## src/design/wrg_pkg.sv

```systemverilog
// ----------------------------------------------------------------------------
// wrg_pkg
// Shared types and constants for the water ripple height grid.
// ----------------------------------------------------------------------------
package wrg_pkg;

    localparam int MAX_COLS = 256;
    localparam int MAX_ROWS = 256;
    localparam int COL_W    = $clog2(MAX_COLS);
    localparam int ROW_W    = $clog2(MAX_ROWS);
    localparam int ADDR_W   = COL_W + ROW_W;
    localparam int DEPTH    = MAX_COLS * MAX_ROWS;

    // divide by 1000 as multiply by ceil(2^36 / 1000), exact for 26-bit products
    localparam logic [26:0] K_RECIP = 27'd68719477;
    localparam int          K_SHIFT = 36;

    // function codes
    localparam logic [1:0] FN_RIPPLE = 2'd0;
    localparam logic [1:0] FN_UPDATE = 2'd1;
    localparam logic [1:0] FN_READ   = 2'd2;
    localparam logic [1:0] FN_CLEAR  = 2'd3;

    // configuration register indexes
    localparam logic [1:0] REG_COLS = 2'd0;
    localparam logic [1:0] REG_ROWS = 2'd1;
    localparam logic [1:0] REG_DAMP = 2'd2;

    typedef enum logic [3:0] {
        ST_INIT,
        ST_IDLE,
        ST_CLEAR,
        ST_RIP_RD,
        ST_RIP_WR,
        ST_RD_WAIT,
        ST_K_MUL,
        ST_K_DIV,
        ST_UPD_RD,
        ST_UPD_WAIT,
        ST_UPD_CALC,
        ST_UPD_MUL,
        ST_UPD_WR,
        ST_DONE
    } t_state;

    // controller to datapath commands
    typedef struct packed {
        logic             clr_wr;    // write zero at sweep address
        logic             rd_req;    // read a cell (center or neighbor)
        logic [2:0]       rd_sel;    // which address to read
        logic             cap;       // capture read data into the center slot
        logic             rip_wr;    // write ripple sum
        logic             upd_wr;    // write updated cell
        logic             k_mul;     // start k product
        logic             k_div;     // finish k division
        logic             upd_calc;  // form v
        logic             upd_mul;   // form v*k
        logic             ld_out;    // drive the result beat
        logic             ptr_first; // set pointer to first cell of sweep
        logic             ptr_inc;   // advance pointer
    } t_cmd;

    typedef struct packed {
        logic ptr_last;   // pointer on last cell of current sweep
        logic in_grid;    // item coordinates inside grid
        logic no_inner;   // grid too small for an update
    } t_sts;

    // neighbor slots
    localparam logic [2:0] SL_C = 3'd0;
    localparam logic [2:0] SL_L = 3'd1;
    localparam logic [2:0] SL_R = 3'd2;
    localparam logic [2:0] SL_U = 3'd3;
    localparam logic [2:0] SL_D = 3'd4;

endpackage

```

## src/design/wrg_ctrl.sv

```systemverilog
// ----------------------------------------------------------------------------
// wrg_ctrl
// Sequencer for ripple, read, clear and update sweep items.
// ----------------------------------------------------------------------------
module wrg_ctrl import wrg_pkg::*; (
    input  logic       i_clk,
    input  logic       i_rst_n,
    input  logic       i_start,
    input  logic [1:0] i_func,
    input  t_sts       i_sts,
    output t_cmd       o_cmd,
    output logic       o_busy,
    output logic       o_done
);

    t_state     r_state, n_state;
    logic [2:0] r_slot, n_slot;

    // state registers
    always_ff @(posedge i_clk) begin
        if (!i_rst_n) begin
            r_state <= ST_INIT;
            r_slot  <= SL_C;
        end else begin
            r_state <= n_state;
            r_slot  <= n_slot;
        end
    end

    // next state
    always_comb begin
        n_state = r_state;
        n_slot  = r_slot;
        unique case (r_state)
            ST_INIT:    if (i_sts.ptr_last) n_state = ST_IDLE;
            ST_IDLE: begin
                if (i_start) begin
                    unique case (i_func)
                        FN_RIPPLE: n_state = i_sts.in_grid ? ST_RIP_RD : ST_DONE;
                        FN_READ:   n_state = i_sts.in_grid ? ST_RD_WAIT : ST_DONE;
                        FN_CLEAR:  n_state = ST_CLEAR;
                        FN_UPDATE: n_state = ST_K_MUL;
                        default:   n_state = ST_DONE;
                    endcase
                end
            end
            ST_CLEAR:   if (i_sts.ptr_last) n_state = ST_DONE;
            ST_RIP_RD:  n_state = ST_RIP_WR;
            ST_RIP_WR:  n_state = ST_DONE;
            ST_RD_WAIT: n_state = ST_DONE;
            ST_K_MUL:   n_state = ST_K_DIV;
            ST_K_DIV: begin
                n_state = i_sts.no_inner ? ST_DONE : ST_UPD_RD;
                n_slot  = SL_C;
            end
            ST_UPD_RD: begin
                if (r_slot == SL_D) n_state = ST_UPD_WAIT;
                n_slot = r_slot + 3'd1;
            end
            ST_UPD_WAIT: n_state = ST_UPD_CALC;
            ST_UPD_CALC: n_state = ST_UPD_MUL;
            ST_UPD_MUL:  n_state = ST_UPD_WR;
            ST_UPD_WR: begin
                n_state = i_sts.ptr_last ? ST_DONE : ST_UPD_RD;
                n_slot  = SL_C;
            end
            ST_DONE:    n_state = ST_IDLE;
            default:    n_state = ST_IDLE;
        endcase
    end

    // outputs
    always_comb begin
        o_cmd    = '0;
        o_busy   = (r_state != ST_IDLE);
        o_done   = (r_state == ST_DONE);
        o_cmd.rd_sel = r_slot;
        unique case (r_state)
            ST_IDLE: begin
                o_cmd.ptr_first = i_start && (i_func == FN_CLEAR);
                o_cmd.rd_req    = 1'b1;
                o_cmd.rd_sel    = SL_C;
            end
            ST_INIT, ST_CLEAR: begin
                o_cmd.clr_wr  = 1'b1;
                o_cmd.ptr_inc = 1'b1;
            end
            ST_RIP_RD: begin
                o_cmd.cap    = 1'b1;
                o_cmd.rd_sel = SL_C;
            end
            ST_RIP_WR:  o_cmd.rip_wr = 1'b1;
            ST_RD_WAIT: begin
                o_cmd.cap    = 1'b1;
                o_cmd.rd_sel = SL_C;
            end
            ST_K_MUL:   o_cmd.k_mul = 1'b1;
            ST_K_DIV: begin
                o_cmd.k_div     = 1'b1;
                o_cmd.ptr_first = 1'b1;
            end
            ST_UPD_RD:   o_cmd.rd_req = 1'b1;
            // last neighbor lands in its slot
            ST_UPD_WAIT: o_cmd.rd_req = 1'b0;
            ST_UPD_CALC: o_cmd.upd_calc = 1'b1;
            ST_UPD_MUL:  o_cmd.upd_mul = 1'b1;
            ST_UPD_WR: begin
                o_cmd.upd_wr  = 1'b1;
                o_cmd.ptr_inc = 1'b1;
            end
            ST_DONE:    o_cmd.ld_out = 1'b1;
            default:    o_cmd = '0;
        endcase
    end

endmodule

```

## config.mk

```make
export PLATFORM = sky130hd
export DESIGN_NAME = wrg_ctrl
export DESIGN_NICKNAME = d
export VERILOG_FILES = /design/src/design/wrg_pkg.sv /design/src/design/wrg_ctrl.sv
export SDC_FILE = /design/constraint.sdc
export NUM_CORES = 1
export LEC_CHECK = 0
export ABC_AREA = 1
export BUFFER_PORTS_ARGS = -buffer_cell sky130_fd_sc_hd__buf_4
export CORE_UTILIZATION = 43
export DETAILED_ROUTE_END_ITERATION = 12
export PLACE_DENSITY = 0.73
export SYNTH_ARGS = -nofsm -noshare
export SYNTH_HDL_FRONTEND = slang
export SYNTH_SLANG_ARGS = --single-unit
```

## constraint.sdc

```tcl
create_clock -name i_clk -period 1.1 [get_ports i_clk]
set_input_delay 0.11 -clock i_clk [delete_from_list [all_inputs] [get_ports i_clk]]
set_output_delay 0.11 -clock i_clk [all_outputs]
set_load 0.01 [all_outputs]
```

# Yosys cells after proc, flatten, opt, wreduce, memory -nomap -nowiden
# Index checks and enable logic that the tools add are counted.
dict set report op_classes {
  addsub 1
  n_eq_ne 22
  n_mux 24
  n_reduce_logical 12
}
# cell n
set op_table {}
lappend op_table {{4-bit case mux with 12 select lines} 1}
lappend op_table {{4-bit == test, second input constant} 6}
lappend op_table {{4-bit two-way mux} 6}
lappend op_table {{4-bit by 3-bit == test with 1-bit output, second input constant} 4}
lappend op_table {{4-bit case mux with 4 select lines} 1}
lappend op_table {{1-bit two-way mux} 11}
lappend op_table {{11-bit OR reduction} 1}
lappend op_table {{2-bit OR reduction} 5}
lappend op_table {{3-bit two-way mux} 3}
lappend op_table {{4-bit by 2-bit == test with 1-bit output, second input constant} 2}
lappend op_table {{2-bit inequality test, second input constant} 4}
lappend op_table {{3-bit case mux with 2 select lines} 1}
lappend op_table {{2-bit == test, second input constant} 2}
lappend op_table {{4-bit by 1-bit == test with 1-bit output, second input constant} 1}
lappend op_table {{4-bit zero test} 1}
lappend op_table {{4-bit by 1-bit inequality test with 1-bit output, second input constant} 1}
lappend op_table {{4-bit AND reduction} 1}
lappend op_table {{3-bit by 1-bit adder with 3-bit output, second input constant} 1}
lappend op_table {{3-bit == test, second input constant} 1}
lappend op_table {{3-bit OR reduction} 1}
lappend op_table {{2-bit by 1-bit == test with 1-bit output, second input constant} 1}
lappend op_table {{2-bit zero test} 1}
lappend op_table {{1-bit case mux with 2 select lines} 1}
lappend op_table {{2-bit nonzero test} 1}
lappend op_table {{1-bit logical AND} 1}
dict set report word_totals {
  register_bits 7
  input_bits 8
  out_inout_bits 17
  wordCells 61
}

# Longest topological paths before layout
dict set report depth {
  depth_word 4
  mapped_depth 10
  depth_no_buf 10
}

# Worst setup path after synthesis
# Ideal clock, no wire load.
dict set report synth_timing {
  kind {register to register}
  from {register r_state[1]}
  to {register r_state[0]}
  setup_ns 0.109
  arrival_ns 1.176
  required_ns 0.991
  path_slack_ns -0.185
  path_stages_with_launch 10
  n_path_buf 1
  period_less_slack_ns 1.285
  cell_sequence {dfxtp_1 > buf_6 > nor2_1 > inv_2 > nor2_1 > nor2_1 > nand3_1 > nand3_1 > nand2_1 > inv_1}
}
dict set report synth_between {
  elab_chain_cells 3
  word_cells_on_any_way 20
  classes_between {eq/ne (16); mux (1); reduce/logical (3)}
}
# element line
set synth_lines {}
lappend synth_lines {{from (decl)} wrg_ctrl.sv:16} ;# t_state r_state, n_state;
lappend synth_lines {{from (signal assigned)} wrg_ctrl.sv:25} ;# r_state <= n_state;
lappend synth_lines {{4-bit by 3-bit == test with 1-bit output, or another cell as far along} wrg_ctrl.sv:34} ;# unique case (r_state)
lappend synth_lines {{2-bit OR reduction (no source line) or 2-bit inequality test (tied branches)} n/a}
lappend synth_lines {{4-bit case mux with 12 select lines or 4-bit AND reduction (tied branches)} n/a}
# Parallel ways exist; a longest one is shown, timed or not.
# A chain may end at the register's enable or synchronous reset.

# Final worst setup path
dict set report layout_timing {
  from {register r_state[2]}
  to {register r_state[0]}
}
# Same word-level chain as after synthesis.

==> key figures <==
Outcome
  – Status: finished with violations
  – Failing checks: negative setup slack

Clocking
  – CTS root buf: clkbuf_4
  – Clock slew at reported path FFs: 0.07 ns
  – CTS Buf Count: 3
  – Clock Latency Late Sink: 0.27 ns
  – Longest Clk Path Bufs: 2
  – Post-CTS Hold Buffers: 0
  – CTS tree: done
  – H-tree depth: 1
  – Num Clock Sinks: 7

Floorplan
  – Die Y: 42.7 um
  – Rows: 14
  – Full die area: 1820 sq um
  – Initial Utilization: 46.7%
  – IO Pins: 25
  – Core Box Area: 1520 sq um
  – DIE WIDTH: 42.7 um

Final layout
  – Most common cell after layout, fill and taps aside: buf_4
  – Layout area overhead: 100%
  – Fin nets: 196
  – Layout cell share with drive strength beyond 1: 65.2%
  – ANT cells: 0
  – Final core utilization: 93.6%
  – Non-Filler Instances: 197
  – Final design area excluding fillers: 1430 sq um
  – Most frequent cells in the layout: 47 x buf_4, 15 x inv_1, 15 x nand2_2

Logic synthesis
  – Sequential fraction of the synthesis area: 19.7%
  – Post-Syn Area per Cell: 5.88 sq um
  – Net Count, Synth: 135
  – YS warnings: 0
  – Number of synthesized register bits: 7
  – Synthesized cell area: 712 sq um
  – Cell count after synthesis: 121
  – Synth cell types: 20

Setup path
  – CP required: 1.27 ns
  – Crit path kind: reg -> reg
  – R2r startpoint: r_state[2]$_SDFFE_PN0P_
  – CP Launch Type: register
  – CP Max Fanout: 6
  – FF-to-FF setup slack: -0.35 ns
  – Worst Path Arrival: 1.62 ns
  – Critical Path Sink Type: register
  – Worst setup path startpoint: r_state[2]$_SDFFE_PN0P_

Worst hold path
  – HP Class: in -> reg
  – Hold_sp: i_rst_n

Drt
  – Final wirelength: 3580 um
  – Via count: 1107
  – Initial DRC count: 54
  – Residual DRC: 0
  – Post-DR wirelength/cell: 18.1 um
  – Detailed Routing Iterations Pass 1: 4
  – Post-route ant nets: 0
  – Post-DR vias/cell: 5.62

Placement
  – Hpwl dp: 1700 um
  – Pre-CTS WS: -0.131 ns
  – Number of port buffers: 24
  – Placed cell count: 186
  – Post-placement cell area: 1130 sq um
  – Routability cong.: 0.944

Power
  – Worst vdd ir: 1.49 mV
  – P_leak: 0.722 nW
  – Pwr/cell area: 2260 nW/um^2

GRT
  – Global router's overall resource usage: 32.5%
  – Vias in the first global route: 1047
  – Initial antenna violation count: 0
  – Global-route wire length before repair: 4490 um
  – Largest net degree at the start of global routing: 7
  – Global route total overflow: 0

Timing
  – Worst-margin pin slew: 0.250 ns
  – Final WS setup: -0.345 ns
  – Final min period: 1.45 ns
  – Worst hold slack: 0.137 ns
  – Count of final hold-check violations: 0
  – Fin. max-slew vios: 0
  – Fmax: 692 MHz
  – RSZ-0062 raised after global routing: yes
  – Setup Skew: 0.00101 ns
  – # setup viols final: 24
  – Final cycle utilization of the critical path: 131%
  – Slew headroom: 83.3%

Run
  – Max cap viols: 0
## path summary, 6_finish.rpt
path,to,cells after the start
worst max-delay path,r_state[0]$_SDFFE_PN0P_,9
worst min-delay path,r_slot[1]$_SDFFE_PN0P_,3
worst max register to register,r_state[0]$_SDFFE_PN0P_,9
worst min register to register,r_slot[1]$_SDFFE_PN0P_,3
## stage by stage
stage | total power [mW] | setup TNS [ns]
floorplan | 1.32 | -0.123
global route | 3.34 | -7.14
global placement | 2.00 | -0.747
detailed placement | 2.04 | -0.951
CTS | 2.72 | -4.79
finish | 3.23 | -6.48
## synthesized netlist by cell type
cell,n,area [sq um]
dfxtp_1,7,140
a31o_2,1,8.76
inv_2,3,11.3
nand2_1,25,93.8
xor2_1,1,8.76
nor3_1,2,10.0
inv_1,19,71.3
buf_4,1,7.51
nor2_2,3,18.8
nand3_1,13,65.1
o31ai_1,1,7.51
o21ai_0,1,5.00
o22ai_1,1,6.26
nor2_4,2,22.5
nand2_2,3,18.8
ha_1,6,75.1
nor2_1,21,78.8
buf_6,1,11.3
a21oi_1,9,45.0
or2_2,1,6.26
## report_power, final
part	total, mW	internal [mW]	switching (mW)
Clock	0.279	0.141	0.139
Combinational	2.43	1.13	1.30
Sequential	0.516	0.340	0.175
## layout make-up
class | instances | area, sq um
Multi-Input combinational cell | 90 | 651
Sequential cell | 7 | 155
Tap cell | 16 | 20.0
Fill cell | 58 | 97.6
Inverter | 22 | 97.6
Timing Repair Buffer | 58 | 477
Clock buffer | 4 | 26.3
## routing by layer
metal | up-vias | global-route usage [%] | part of all wire (%)
li1 | 499 | - | -
met1 | 502 | 33.6 | 38
met2 | 81 | 59.4 | 50
met3 | 25 | 5.96 | 6.7
met4 | 0 | 19.4 | 5.7
met5 | - | 0 | 0
## sequential cells by signal, summed over array words and instances (netlist names)
signal,count
r_slot,3
r_state,4
## what timing repair did
item / CTS / global route
buffers inserted: 5 / 2
pin swaps: 5 / 11
setup endpoints to repair: 24 / 24
gates resized for setup: 34 / 29
## cells by family after synthesis
family	count (synthesis)	share of synthesized area, %
buf+inv	24	14.2
fa+ha+maj	6	10.5
xor+xnor	1	1.23
compound gates	13	10.2
simple gates	70	44.1
flops	7	19.7
## worst max-delay path: stages, from the launching register on
cell and delay (ns):
dfxtp_4 0.43, inv_4 0.07, nand2_2 0.11, inv_1 0.12
nand2_1 0.08, nand3_1 0.11, nor2_2 0.17, nand3_1 0.12
nand2_1 0.10, inv_1 0.04
(Power assumes the default switching activity.)
